## config.mk

```make
export PLATFORM = sky130hd
export DESIGN_NAME = smpcf_tex
export DESIGN_NICKNAME = d
export VERILOG_FILES = /design/src/shadow_map_pcf_sampler_unit_macros.svh /design/src/smpcf_pkg.sv /design/src/smpcf_tex.sv
export SDC_FILE = /design/constraint.sdc
export NUM_CORES = 1
export LEC_CHECK = 0
export ABC_AREA = 1
export BUFFER_PORTS_ARGS = -buffer_cell sky130_fd_sc_hd__buf_2
export CAP_MARGIN = 20
export CORE_AREA = 2 2 141 143
export DETAILED_ROUTE_END_ITERATION = 7
export DIE_AREA = 0 0 143 145
export PLACE_DENSITY = 0.84
export SYNTH_ARGS = -nofsm -noshare
export SYNTH_HDL_FRONTEND = slang
export SYNTH_SLANG_ARGS = --single-unit
```

## constraint.sdc

```tcl
create_clock -name vclk -period 12.08
set_input_delay 2.416 -clock vclk [all_inputs]
set_output_delay 2.416 -clock vclk [all_outputs]
set_load 0.02 [all_outputs]
```

## src/shadow_map_pcf_sampler_unit_macros.svh

```systemverilog
// Assertion macros for the shadow map PCF sampler.
// Used by the top level; relies on i_clk and i_rst_n in the including module.
`ifndef SHADOW_MAP_PCF_SAMPLER_UNIT_MACROS_SVH
`define SHADOW_MAP_PCF_SAMPLER_UNIT_MACROS_SVH

// Same-cycle implication, disabled while in reset
`define SMPCF_ASSERT_NOW(lbl, ante, cons, msg) \
    lbl: assert property (@(posedge i_clk) disable iff (!i_rst_n) (ante) |-> (cons)) \
        else $error(msg);

// Next-cycle implication, disabled while in reset
`define SMPCF_ASSERT_NEXT(lbl, ante, cons, msg) \
    lbl: assert property (@(posedge i_clk) disable iff (!i_rst_n) (ante) |=> (cons)) \
        else $error(msg);

`endif

```

## src/smpcf_pkg.sv

```systemverilog
// Shared constants and codes for the shadow map PCF sampler.
// No dependencies.
package smpcf_pkg;

    localparam int MAX_SIDE_DEF   = 64;
    localparam int FACE_COUNT_DEF = 6;
    localparam int MAX_KERNEL_DEF = 8;
    localparam int DEPTH_BITS_DEF = 24;
    localparam int DISK_TAPS      = 4;
    localparam int TAP_W          = 2;

    localparam int OP_W     = 3;
    localparam int FACE_W   = 3;
    localparam int COORD_W  = 18;
    localparam int DEPTH_W  = 24;
    localparam int TEXEL_W  = 6;
    localparam int VIS_W    = 17;
    localparam int CFG_IDX_W  = 2;
    localparam int CFG_DATA_W = 7;
    localparam int OFF_W    = 25;

    localparam logic [OP_W-1:0] OP_LOAD    = 3'd0;
    localparam logic [OP_W-1:0] OP_HARD    = 3'd1;
    localparam logic [OP_W-1:0] OP_PCF     = 3'd2;
    localparam logic [OP_W-1:0] OP_POISSON = 3'd3;
    localparam logic [OP_W-1:0] OP_PPCF    = 3'd4;

    localparam logic [CFG_IDX_W-1:0] CFG_MAP_WIDTH   = 2'd0;
    localparam logic [CFG_IDX_W-1:0] CFG_MAP_HEIGHT  = 2'd1;
    localparam logic [CFG_IDX_W-1:0] CFG_KERNEL_SIZE = 2'd2;

    // Poisson disk offsets / 700 in Q32
    localparam logic signed [OFF_W-1:0] DISK_DX [DISK_TAPS] = '{
        -25'sd5779898, 25'sd5801802, -25'sd577882, 25'sd2116556};
    localparam logic signed [OFF_W-1:0] DISK_DY [DISK_TAPS] = '{
        -25'sd2448513, -25'sd4717759, -25'sd5702420, 25'sd1803135};

endpackage

```

## src/smpcf_tex.sv

```systemverilog
// Texel index unit: round((coord + offset) * size) toward zero after +0.5.
// Depends on smpcf_pkg.
module smpcf_tex #(
    parameter int SZ_W = 7,
    parameter int TX_W = 12
) (
    input  logic signed [smpcf_pkg::COORD_W-1:0] i_coord,
    input  logic signed [smpcf_pkg::OFF_W-1:0]   i_off,
    input  logic        [SZ_W-1:0]               i_size,
    output logic signed [TX_W-1:0]               o_tx
);
    import smpcf_pkg::*;
    localparam int S_W = 35;
    localparam int P_W = S_W + SZ_W + 1;

    logic signed [S_W-1:0] sum;
    logic signed [P_W-1:0] prod;
    logic signed [P_W-1:0] p;
    logic signed [P_W-1:0] pn;
    logic signed [TX_W-1:0] tpos;
    logic signed [TX_W-1:0] tneg;

    always_comb begin
        sum  = S_W'($signed({i_coord, 16'b0})) + S_W'(i_off);
        prod = P_W'(sum) * $signed({1'b0, i_size});
        p    = prod + $signed(P_W'(64'h8000_0000));
        pn   = -p;
        tpos = TX_W'(p >>> 32);
        tneg = -TX_W'($signed({1'b0, pn[P_W-1:32]}));
        o_tx = p[P_W-1] ? tneg : tpos;
    end
endmodule

```

==> impl_metrics.py, run 1 <==
metrics = {
    "status": {
        "status": "completed",
    },
    "cells_and_area": {
        "seq_cell_count": 0,
        "mostFrequentLayoutCells": "inv_1 (590), nand2_1 (540), fa_1 (181)",
        "final_common_cell": "inv_1",
        "final_nets": 2458,
        "final_util": 0.714,
        "final_cell_count_no_fill": 2352,
        "area_growth_pct": 9.81,
        "register_area_um2": 0,
        "fill_cells": 1683,
        "clkbuf_count": 0,
        "antenna_cells": 0,
        "drive_gt1_frac": 0.128,
    },
    "critical_path": {
        "arrival_ns": 9.37,
        "cp.required_ns": 9.66,
        "crit_slowest_cell": "fa_1",
        "worstSetupPathType": "in -> out",
        "worstSetupEndpointType": "output pin",
        "crit_path_max_incr_delay_ns": 0.55,
        "cp_max_fo": 5,
        "start_kind": "input port",
        "critical_path.most_common_cell": "nand2_1",
    },
    "synthesis": {
        "yosysWarnings": 0,
        "yosys.area_share.simple": 0.326,
        "syn_avg_cell_area_um2": 6.19,
        "synth.distinct_cells": 41,
        "synthAdderAreaFrac": 0.429,
        "synth_compound_area_frac": 0.0379,
        "yosysSeqAreaShare": 0,
        "synth_nets": 2389,
        "synth.area.mux_share": 0,
        "synth_top_family_by_area": "adder cells",
        "synth_xor_area_frac": 0.0154,
        "syn-cell-area_mm2": 0.0125,
        "netlist_instances": 2020,
    },
    "timing": {
        "fin_crit_ns": 11.79,
        "hold_viol": 0,
        "max_freq_mhz": 84.8,
        "layout_setup_ws_ns": 0.290,
        "slew_viol_final": 0,
        "worst_slew_pin_slew_ns": 0.656,
        "fin_crit_sh": 0.976,
        "tns_ns": 0,
        "final-setup-viol-count": 0,
        "max_slew_margin": 0.560,
        "rsz0062_at_grt": "yes",
    },
    "global_routing": {
        "grt_pass1_vias": 12085,
        "grt_usage": 0.318,
        "gr-usage-met3": 0.0238,
        "antenna_found_initial": 0,
        "gr-max-usage-layer": "met2",
        "grt_max_degree": 28,
        "met2_usage": 0.585,
        "gr-total-overflow": 0,
        "grt_pass1_wl_um": 54400,
        "grt_use_met1": 0.400,
    },
    "floorplan": {
        "initial_utilization": 0.651,
        "rows": 51,
        "dieArea_mm2": 0.0207,
        "io_pins": 62,
        "core_mm2": 0.0192,
        "fp.dieH_um": 145,
        "fp.dieW_um": 143,
    },
    "drt": {
        "firstDrtPassIters": 5,
        "routed_via_density": 5.17,
        "routedWlPerCell_um": 13.9,
        "drt-total-wl_um": 32700,
        "drc": 0,
        "vias": 12150,
        "ant_nets": 0,
        "drtIter0Drc": 744,
    },
    "cts": {
        "cts_hold_buf": 0,
    },
    "placed_design": {
        "port-buffer-count": 62,
        "hpwl_um": 27800,
        "gp_congestion": 0.931,
        "dp_cells": 2337,
        "dp_slack_ns": -0.115,
    },
    "flow_run": {
        "drv_cap": 0,
    },
    "hold_path": {
        "hold_path.class": "in -> out",
    },
}
[area by class of cell]
type	instances	area [um2]	share of cell area
Inverter	612	2300	0.167
Multi-Input combinational cell	1385	10600	0.770
Tap cell	265	332	0.0242
Timing Repair Buffer	90	531	0.0387
[cell usage after synthesis]
cell | count | area [um2]
xor2_1 | 14 | 123
nor2_4 | 5 | 56.3
nand2_4 | 1 | 11.3
inv_2 | 5 | 18.8
nand2_2 | 32 | 200
o22ai_1 | 1 | 6.26
nand4_1 | 26 | 163
nand2_1 | 561 | 2110
and2_1 | 3 | 18.8
nand4_2 | 1 | 12.5
nand3b_1 | 3 | 22.5
and2_4 | 1 | 8.76
nand3_2 | 5 | 50.1
fa_1 | 183 | 3660
a22oi_1 | 1 | 7.51
nand3_4 | 1 | 17.5
o211ai_1 | 2 | 15.0
clkbuf_1 | 19 | 71.3
nor4b_1 | 1 | 8.76
inv_1 | 600 | 2250
buf_1 | 3 | 11.3
nor2_2 | 18 | 113
nor3_2 | 2 | 20.0
a31oi_1 | 6 | 37.5
or2_2 | 8 | 50.1
nand3_1 | 85 | 425
o21ai_0 | 18 | 90.1
o31ai_1 | 1 | 7.51
o21a_1 | 2 | 15.0
a21oi_1 | 45 | 225
clkinv_1 | 7 | 26.3
nor4_1 | 2 | 12.5
o21ai_1 | 1 | 5.00
buf_2 | 1 | 5.00
a21oi_2 | 1 | 8.76
ha_1 | 136 | 1700
xnor2_1 | 8 | 70.1
nor2_1 | 194 | 728
nor3_1 | 11 | 55.1
o21bai_1 | 5 | 37.5
o21bai_4 | 1 | 18.8
[stage by stage]
step | cell area [um2] | hold slack (ns)
finish | 13700 | 5.80
CTS | 13200 | 5.80
global placement | 13100 | 5.78
detailed placement | 13100 | 5.80
floorplan | 12500 | 5.44
global route | 13700 | 5.91
[worst max-delay path, delay by kind of cell]
kind                     cells  cell delay, ns
AO/OA/AOI/OAI                8            1.29
XOR/XNOR                     1            0.22
adder cells (fa/ha/maj)      8            3.20
buffers and inverters        6            0.54
AND/OR/NAND/NOR             14            1.71
[routing by layer]
metal	share of wire	vias to the layer above
met1	0.41	5697
met3	0.048	94
met4	0.030	0
met2	0.51	369
li1	-	5990
met5	0	-
[kinds of logic after synthesis]
family,after synthesis
AND/OR/NAND/NOR,960
buffers and inverters,635
adder cells (fa/ha/maj),319
AO/OA/AOI/OAI,84
XOR/XNOR,22
[worst paths after layout]
| kind | cells after the start | startpoint | end |
|---|---|---|---|
| worst max-delay path | 37 | i_coord[0] | o_tx[6] |
| worst min-delay path | 9 | i_off[0] | o_tx[9] |
[timing repair]
item,in CTS,in global routing
pin swaps,3,38
buffers inserted,3,12
endpoints found under the setup margin,6,12
gates resized for setup,3,126
Power of run 1 is left out: the tool's default activity adds up to more than one toggle a clock period on the data nets, which glitch-free logic cannot reach.
==> run 2, diff against run 1 <==
Settings changed: PLACE_DENSITY 0.84 to 0.82.
Clock period 12.08 ns to 13.4 ns, I/O delays scaled along.
==> impl_metrics.py, run 2 (synthesis results as in run 1) <==
metrics = {
    "floorplan": {
        "rows": 51,
        "initial_utilization": 0.651,
        "core_mm2": 0.0192,
        "dieArea_mm2": 0.0207,
        "fp.dieH_um": 145,
        "io_pins": 62,
        "fp.dieW_um": 143,
    },
    "drt": {
        "ant_nets": 0,
        "drt-total-wl_um": 30300,
        "drc": 0,
        "routed_via_density": 5.05,
        "firstDrtPassIters": 5,
        "routedWlPerCell_um": 13.0,
        "drtIter0Drc": 631,
        "vias": 11756,
    },
    "global_routing": {
        "grt_max_degree": 27,
        "grt_usage": 0.302,
        "grt_pass1_wl_um": 52000,
        "gr-total-overflow": 0,
        "antenna_found_initial": 0,
        "grt_pass1_vias": 11716,
    },
    "critical_path": {
        "cp_max_fo": 6,
        "crit_path_max_incr_delay_ns": 0.53,
        "crit_slowest_cell": "fa_1",
        "critical_path.most_common_cell": "nand2_1",
        "worstSetupPathType": "in -> out",
        "worstSetupEndpointType": "output pin",
        "crit_start": "i_coord[0]",
        "cp.required_ns": 10.72,
        "arrival_ns": 10.05,
        "start_kind": "input port",
        "path_buf_inv": 7,
        "cp_top_family": "adder cells",
    },
    "cells_and_area": {
        "fill_cells": 1764,
        "area_growth_pct": 4.92,
        "final_cell_count_no_fill": 2328,
        "mostFrequentLayoutCells": "inv_1 (600), nand2_1 (560), nor2_1 (191)",
        "final_common_cell": "inv_1",
        "final_nets": 2434,
        "seq_cell_count": 0,
        "antenna_cells": 0,
        "clkbuf_count": 0,
        "drive_gt1_frac": 0.0751,
        "register_area_um2": 0,
    },
    "timing": {
        "worst_slew_pin_slew_ns": 0.652,
        "tns_ns": 0,
        "max_freq_mhz": 78.6,
        "rsz0062_at_grt": "no",
        "fin_crit_sh": 0.950,
        "hold_viol": 0,
        "final-setup-viol-count": 0,
        "slew_viol_final": 0,
        "fin_crit_ns": 12.73,
        "max_slew_margin": 0.562,
    },
    "placed_design": {
        "dp_cells": 2328,
        "port-buffer-count": 62,
        "hpwl_um": 26700,
        "gp_congestion": 0.937,
    },
    "cts": {
        "cts_hold_buf": 0,
    },
    "hold_path": {
        "hp-start": "i_off[0]",
        "hold_path.class": "in -> out",
    },
    "flow_run": {
        "drv_cap": 0,
    },
    "status": {
        "status": "completed",
    },
}
run 2: changes by cell type in the layout (fill, tap and decap cells not counted), moves of 11 or more:
cell / change
nand2_2: -15
ha_1: +13
nand2_1: +20
buf_4: -28
nor2_1: +14
a21oi_1: +11
run 2: worst min-delay path: cells and delay by family:
kind	cells	cell delay, ns
AND/OR/NAND/NOR	7	0.63
buffers and inverters	3	0.38
run 2: area by class of cell:
class / count / area (um2) / share of cell area
Multi-Input combinational cell: 1385 / 10100 / 0.774
Inverter: 612 / 2300 / 0.175
Timing Repair Buffer: 66 / 340 / 0.0260
Tap cell: 265 / 332 / 0.0253
run 2: path summary, 6_finish.rpt:
kind / endpoint / slack (ns) / cells past startpoint
setup / recovery: o_tx[8] / 0.67 / 42
hold / removal: o_tx[9] / 6.38 / 10
run 2: timing repair:
action / in CTS / in global routing
setup buffers: 0 / 0
resized for setup: 0 / 8
endpoints found under the setup margin: 0 / 12
run 2: routing by layer:
layer	share of wire	up-vias	GRT usage
li1	-	5940	-
met1	0.42	5422	0.373
met2	0.50	317	0.548
met3	0.054	77	0.0376
met4	0.030	0	0.0856
met5	0	-	0
run 2: per-stage QoR:
stage / area, um2 / setup WS [ns] / hold slack (ns) / util
floorplan: 12500 / 1.65 / 5.97 / -
global placement: 13100 / 0.729 / 6.33 / 0.681
detailed placement: 13100 / 0.458 / 6.35 / 0.681
CTS: 13100 / 0.437 / 6.36 / 0.681
global route: 13100 / 0.0308 / 6.42 / 0.683
finish: 13100 / 0.671 / 6.38 / 0.683
Power of run 2 is left out for the same reason.
