`src/shadow_map_pcf_sampler_unit_macros.svh`:
```
// Assertion macros for the shadow map PCF sampler.
// Used by the top level; relies on i_clk and i_rst_n in the including module.
`ifndef SHADOW_MAP_PCF_SAMPLER_UNIT_MACROS_SVH
`define SHADOW_MAP_PCF_SAMPLER_UNIT_MACROS_SVH

// Same-cycle implication, disabled while in reset
`define SMPCF_ASSERT_NOW(lbl, ante, cons, msg) \
    lbl: assert property (@(posedge i_clk) disable iff (!i_rst_n) (ante) |-> (cons)) \
        else $error(msg);

// Next-cycle implication, disabled while in reset
`define SMPCF_ASSERT_NEXT(lbl, ante, cons, msg) \
    lbl: assert property (@(posedge i_clk) disable iff (!i_rst_n) (ante) |=> (cons)) \
        else $error(msg);

`endif

```
`src/smpcf_div.sv`:
```
// Restoring divider, one quotient bit per cycle.
// Depends on nothing but its parameters.
module smpcf_div #(
    parameter int NUM_W = 27,
    parameter int DEN_W = 8
) (
    input  logic             i_clk,
    input  logic             i_rst_n,
    input  logic             i_start,
    input  logic [NUM_W-1:0] i_num,
    input  logic [DEN_W-1:0] i_den,
    output logic             o_done,
    output logic [NUM_W-1:0] o_quo
);
    localparam int CNT_W = $clog2(NUM_W + 1);

    logic             r_busy;
    logic             r_done;
    logic [CNT_W-1:0] r_cnt;
    logic [DEN_W-1:0] r_rem;
    logic [DEN_W-1:0] r_den;
    logic [NUM_W-1:0] r_quo;
    logic [DEN_W:0]   trial;
    logic             ge;
    logic [DEN_W:0]   diff;

    always_comb begin
        trial = {r_rem, r_quo[NUM_W-1]};
        ge    = trial >= {1'b0, r_den};
        diff  = ge ? (trial - {1'b0, r_den}) : trial;
    end

    always_ff @(posedge i_clk) begin
        if (!i_rst_n) begin
            r_busy <= 1'b0;
            r_done <= 1'b0;
            r_cnt  <= '0;
        end else begin
            r_done <= 1'b0;
            if (i_start) begin
                r_busy <= 1'b1;
                r_cnt  <= CNT_W'(NUM_W);
                r_rem  <= '0;
                r_den  <= i_den;
                r_quo  <= i_num;
            end else if (r_busy) begin
                r_rem <= diff[DEN_W-1:0];
                r_quo <= {r_quo[NUM_W-2:0], ge};
                r_cnt <= r_cnt - 1'b1;
                if (r_cnt == CNT_W'(1)) begin
                    r_busy <= 1'b0;
                    r_done <= 1'b1;
                end
            end
        end
    end

    assign o_done = r_done;
    assign o_quo  = r_quo;
endmodule

```
`config.mk`:
```
export PLATFORM = sky130hd
export DESIGN_NAME = smpcf_div
export DESIGN_NICKNAME = d
export VERILOG_FILES = /design/src/shadow_map_pcf_sampler_unit_macros.svh /design/src/smpcf_div.sv
export SDC_FILE = /design/constraint.sdc
export NUM_CORES = 1
export LEC_CHECK = 0
export ABC_CLOCK_PERIOD_IN_PS = 2300
export CAP_MARGIN = 20
export CORE_MARGIN = 2
export CORE_UTILIZATION = 52
export CTS_CLUSTER_DIAMETER = 50
export DETAILED_ROUTE_END_ITERATION = 12
export DONT_BUFFER_PORTS = 1
export HOLD_SLACK_MARGIN = 0.12
export PLACE_DENSITY = 0.7
export REMOVE_ABC_BUFFERS = 1
export SLEW_MARGIN = 20
export SYNTH_ARGS = -nofsm -noshare
export SYNTH_HDL_FRONTEND = slang
export SYNTH_SLANG_ARGS = --single-unit
```
`constraint.sdc`:
```
create_clock -name i_clk -period 2.3 [get_ports i_clk]
set_clock_uncertainty 0.2 [all_clocks]
set_input_delay 0.23 -clock i_clk [delete_from_list [all_inputs] [get_ports i_clk]]
set_output_delay 0.23 -clock i_clk [all_outputs]
set_load 0.01 [all_outputs]
```
==> results.ini, run 1 <==
[outcome]
status=finished clean

[power]
ir_drop_uv=404
leakagePower_nw=1.17
power.total_mw=2.13
powerDensity_mw_per_mm2=669

[route]
drtAntennaViolNets=0
wl_met1_um=2130
first_pass_iters=5
wl_met3_um=468
met2_length_um=2790
drt_iter0_drc=119
route.detailed.drc=0
wl_per_cell_um=17.8
viasPerCell=5.73
dr.max_layer_used=met4
wl_um=5490
vias=1772

[floorplanning]
die_w_um=73.9
start_util_pct=53.7
core_area_mm2=0.00472
die_area_mm2=0.00545
rows=25
dieHeight_um=73.9
ios=66

[place]
io_buffer_count=0
place_area_mm2=0.00263
dp_slack_ps=38.1
gp_congestion=0.876
dpl.hpwl_um=3450

[cells_and_area]
n_antenna_cell=0
layout-drive-gt1-share_pct=23.6
final_nets=290
fillers=338
syn2layout_area_growth_pct=25.2
stdcell_area_mm2=0.00318

[clocking]
clk_pin_slew_ps=100
clkSinkCount=50
clk_latency_ps=310
cts_made_buffers=5
cts_htree_levels=2
cts_tree=done
cts.path.max_buffers=2
root_buffer=clkbuf_8

[sta]
tightest_slew_ps=431
relSlewSlack_pct=70.9
hold_viol=0
finalSetupViolations=0
tns_ps=0
fin_ws_ps=77.8
fin_crit_sh_pct=96.6
fmax_ghz=0.450
finalCriticalPeriod_ps=2220
slew_viol_final=0

[setup_path]
rrSetupSlack_ps=80
worst_ep_required_time_ps=2260
worst_ep_arrival_time_ps=2180
crit_type=flop to flop
timing.critical_path.to_type=flop
crit_path_start_kind=flop
worst-path-max-fanout=6

[global_routing]
grt_pass1_vias=1786
grt_max_degree=37
grtUsageTotal_pct=21.3
antenna_found_initial=0
grt_pass1_wl_um=8490
grt.overflow.total=0

[synthesis]
synth_compound_area_share_pct=12.3
seq_area_frac_synth_pct=56.4
synth-simple-area-share_pct=8.48
synthCells=195
synth-xor-area-share_pct=1.38
muxShareOfSynthArea_pct=11.5
avgSynthCellArea_um2=13.0
synthArstFlopShare_pct=0
synthAdderAreaFrac_pct=5.72
synth_top_family_by_area=compound AO/OA/AOI/OAI gates
synth_area_mm2=0.00254
synth_flop_cell=edfxtp_1
ys_ff_latch=50
yosys_warnings=0
ys_types=43
synth-edff-count=43

[worst_hold_path]
hold_path_class=input pin to flop

[flow_run]
cap_violations=0

==> routing by layer <==
metal  global-route usage (%)  vias to the layer above
li1                         -                      826
met1                     25.1                      863
met2                     34.8                       77
met3                     7.54                        6
met4                     9.49                        0
met5                        0                        -
==> where the power goes <==
group | internal [mW] | switching, mW
combinational | 0.228 | 0.222
clock | 0.226 | 0.320
sequential | 1.07 | 0.0596
==> through the flow <==
step | utilization, % | std cells | hold slack [ps]
2_1_floorplan | - | 187 | 129
3_3_place_gp | 55.7 | 261 | 129
3_5_place_dp | 55.7 | 261 | 129
4_1_cts | 66.2 | 308 | 176
5_1_grt | 67.3 | 309 | 195
6_report | 67.3 | 309 | 190
==> cells in the mapped netlist (all sizes together) (3+ instances only) <==
library cell  count  share of area, %
or3               3              0.74
xnor2             4               1.4
nand2             6              0.99
o21a              3              0.89
dfxtp             7               5.5
nand3            10               2.0
inv              16               2.4
o21ai             5               1.1
buf               8               1.8
nor2b             4              0.99
edfxtp           43                51
ha               10               4.9
a21oi            12               3.0
nor2              4              0.59
o211ai            3              0.89
mux2             26                12
a21boi            6               1.8
==> critical path, cell delays in order, from the launching register on <==
cell and delay (ps):
edfxtp_1 430, ha_1 350, nand2b_1 160, a21oi_4 100
o211a_4 280, a311o_1 330, a211oi_2 210
==> state kept, by name (all words and copies together), names as in the netlist <==
name and flops:
o_done 1, r_den 8, r_cnt 5, o_quo 27, r_busy 1, r_rem 8
==> final timing paths <==
path | startpoint | endpoint | depth (start not counted)
min | i_rst_n | r_busy | 3
max reg2reg | r_rem[0] | r_rem[7] | 6
max | r_rem[0] | r_rem[7] | 6
min reg2reg | r_cnt[4] | r_cnt[4] | 2
==> placed cells by master, fill, tap and decap left out, drive strengths merged, types with 5 or more instances in the layout <==
| cell type | count |
|---|---|
| dfxtp | 7 |
| a21oi | 12 |
| dlygate4sd3 | 38 |
| edfxtp | 43 |
| o21ai | 5 |
| mux2 | 26 |
| clkbuf | 5 |
| inv | 17 |
| nand2 | 6 |
| ha | 10 |
| a21boi | 6 |
| buf | 9 |
| nand3 | 10 |
==> timing repair <==
| action | 4_1_cts | 5_1_grt |
|---|---|---|
| buffers inserted | 0 | 1 |
| gates resized for setup | 0 | 8 |
| setup endpoints to repair | 0 | 9 |
| hold endpoints to repair | 50 | 0 |
| hold buffers | 39 | 0 |
==> cell families after synthesis <==
kind of cell               after synthesis
DFF                                     50
and+or+nand+nor                         38
xor gates and xnor gates                 4
AOI/OAI and AO/OA                       42
buffers and inverters                   24
muxes                                   26
adders and majority gates               11
==> layout make-up <==
| cell class | instances | area, um^2 | share of cell area [%] |
|---|---|---|---|
| Clock inverter | 3 | 28.8 | 0.906 |
| Clock buffer | 5 | 68.8 | 2.17 |
| Sequential cell | 50 | 1430 | 45.0 |
| Timing Repair Buffer | 47 | 460 | 14.5 |
| Tap cell | 67 | 83.8 | 2.64 |
| Multi-Input combinational cell | 121 | 1040 | 32.9 |
| Inverter | 16 | 60.1 | 1.89 |
(Power assumes the default switching activity.)
==> inputs of run 2 (changes only) <==
--- a/config.mk
+++ b/config.mk
@@ -9,7 +9,7 @@
 export CAP_MARGIN = 20
 export CORE_MARGIN = 2
 export CORE_UTILIZATION = 52
-export CTS_CLUSTER_DIAMETER = 50
+export CTS_CLUSTER_DIAMETER = 30
 export DETAILED_ROUTE_END_ITERATION = 12
 export DONT_BUFFER_PORTS = 1
 export HOLD_SLACK_MARGIN = 0.12
==> constraint.sdc (replaced) <==
create_clock -name i_clk -period 2.3 [get_ports i_clk]
set_clock_uncertainty 0.2 [all_clocks]
set_input_delay 0.345 -clock i_clk [delete_from_list [all_inputs] [get_ports i_clk]]
set_output_delay 0.345 -clock i_clk [all_outputs]
set_load 0.01 [all_outputs]
==> run 2 against run 1 <==
- sequential power is essentially flat
- non-clock buffer count is 1 lower
- clock power hardly changed
- first-iteration DRC count rose by 10%
- highest routed layer unchanged
- design area down 0.31%
==> results.ini, run 2 (same netlist as run 1, synthesis figures left out) <==
[power]
power.internal_mw=1.52  ; -0.15%
ir_drop_uv=402  ; -0.65%
p_clk_share_pct=25.8  ; about the same
pwr-share-comb_pct=21.0  ; about the same
switchingPower_mw=0.598  ; -0.54%
power_frac_seq_pct=53.3  ; about the same
powerDensity_mw_per_mm2=669  ; about the same
leakagePower_nw=1.17  ; -0.43%
power.total_mw=2.12  ; -0.26%
switching_share_pct=28.2  ; -0.079 points

[floorplanning]
rows=25  ; unchanged
die_w_um=73.9  ; unchanged
die_area_mm2=0.00545  ; unchanged
start_util_pct=53.7  ; unchanged
dieHeight_um=73.9  ; unchanged
core_area_mm2=0.00472  ; unchanged
ios=66  ; unchanged

[setup_path]
rr_worst_depth=6  ; unchanged
crit_path_start_kind=flop
worst-path-max-fanout=6  ; unchanged
worst-path-buf-inv=0  ; unchanged
worst_ep_required_time_ps=2260  ; about the same
rr_startpoint=r_rem[0]
critical_path.max_stage_delay_ps=430  ; about the same
worst_ep_arrival_time_ps=2180  ; about the same
crit_type=flop to flop
path_delay_family=compound AO/OA/AOI/OAI gates
reg2reg_to=r_rem[7]
rrSetupSlack_ps=80  ; about the same
timing.critical_path.to_type=flop
path_cells=ha_1, nand2b_1, a21oi_4, o211a_4, a311o_1, a211oi_2
cp_slowest_cell=edfxtp_1

[cells_and_area]
finish.utilization_pct=67.1  ; -0.21 points
fillers=339  ; +0.30%
final-seq-area_mm2=0.00143  ; unchanged
largest_reg_flops=27  ; unchanged
final_nets=289  ; -0.34%
mostFrequentLayoutCells=edfxtp_1, dlygate4sd3_1, mux2_2
final_common_cell=edfxtp_1
multiInputGateArea_mm2=0.00104  ; unchanged
stdcell_area_mm2=0.00317  ; -0.31%
layout-drive-gt1-share_pct=23.7  ; +0.098 points
final_cells=308  ; -0.32%
syn2layout_area_growth_pct=24.9
n_antenna_cell=0  ; unchanged

[clocking]
cts.path.max_buffers=2  ; unchanged
clk_pin_slew_ps=100  ; about the same
cts_made_buffers=5  ; unchanged
cts_htree_levels=2  ; unchanged
clkSinkCount=50  ; unchanged
clk_latency_ps=310  ; about the same
root_buffer=clkbuf_8
cts_tree=done

[global_routing]
grt_pass1_wl_um=8470  ; -0.24%
antenna_found_initial=0  ; unchanged
grt.overflow.total=0  ; unchanged
grt_pass1_vias=1784  ; -0.11%
grtUsageTotal_pct=21.2  ; -0.058 points
grt_max_degree=36  ; -2.7%

[sta]
finalSetupViolations=0  ; unchanged
fin_crit_sh_pct=96.4  ; -0.17 points
tightest_slew_ps=437  ; +5.75 ps
fin_ws_ps=81.7  ; +3.84 ps
timing.hold.ws_ps=143  ; -46.3 ps
relSlewSlack_pct=70.5  ; -0.39 points
fmax_ghz=0.451  ; +0.17%
tns_ps=0  ; unchanged
finalCriticalPeriod_ps=2220  ; -3.84 ps
slew_viol_final=0  ; unchanged
hold_viol=0  ; unchanged

[route]
wl_met3_um=363  ; -22%
wl_met1_um=2160  ; +1.0%
wl_per_cell_um=17.6  ; -1.0%
route.detailed.drc=0  ; unchanged
met2_length_um=2780  ; -0.14%
viasPerCell=5.72  ; -0.18%
drt_iter0_drc=131  ; +10%
first_pass_iters=4  ; -1
drtAntennaViolNets=0  ; unchanged
vias=1763  ; -0.51%
wl_um=5420  ; -1.3%
dr.max_layer_used=met4

[place]
io_buffer_count=0  ; unchanged
dpl.hpwl_um=3450  ; unchanged
dp_slack_ps=38.1  ; unchanged
place_inst=261  ; unchanged
place_area_mm2=0.00263  ; unchanged
gp_congestion=0.876  ; unchanged

[worst_hold_path]
min_from=i_start
min_path_cells=2  ; -1
hold_path_class=input pin to flop
hold_end=r_cnt[4]

[flow_run]
cap_violations=0  ; unchanged

[outcome]
status=finished clean

## run 2: cell count changes in the layout (fill, tap and decap cells not counted), sizes merged
cell / previous run / this run
dlygate4sd3: 38 / 37
## run 2: how the worst max path moves through the flow
stage                  start       end  slack [ps]  depth (start not counted)
global route        r_rem[2]  r_rem[2]          -7                          7
CTS                 r_rem[6]  r_rem[2]          30                          6
global placement    r_rem[5]  r_rem[3]          20                          6
detailed placement  r_rem[6]  o_quo[0]          40                          6
finish              r_rem[0]  r_rem[7]          80                          6
floorplan           r_rem[5]  r_rem[2]           1                          6
## run 2: power groups by stage
stage / Sequential (mW) / Combinational (mW) / Clock (mW)
after floorplan: 1.14 / 0.270 / 0
after global placement: 1.15 / 0.341 / 0
after detailed placement: 1.15 / 0.353 / 0
after CTS: 1.13 / 0.420 / 0.557
after global routing: 1.14 / 0.491 / 0.591
final: 1.13 / 0.444 / 0.546
## run 2: cell type report
class	count	share of cell area [%]
multi-input cells	121	33.0
inverters	16	1.90
repair buffers	46	14.2
flip-flops and latches	50	45.2
clock inverters	3	0.908
well taps	67	2.65
clock buffers	5	2.17
## run 2: routing by layer
metal,vias to the layer above,track usage (%)
met5,-,0
li1,821,-
met1,865,25.0
met4,0,9.09
met3,11,7.27
met2,66,35.1
## run 2: what timing repair did
action | 4_1_cts | 5_1_grt
buffers inserted | 0 | 1
gates resized for setup | 0 | 8
endpoints found under the setup margin | 0 | 9
hold buffers | 38 | 0
endpoints found under the hold margin | 50 | 0
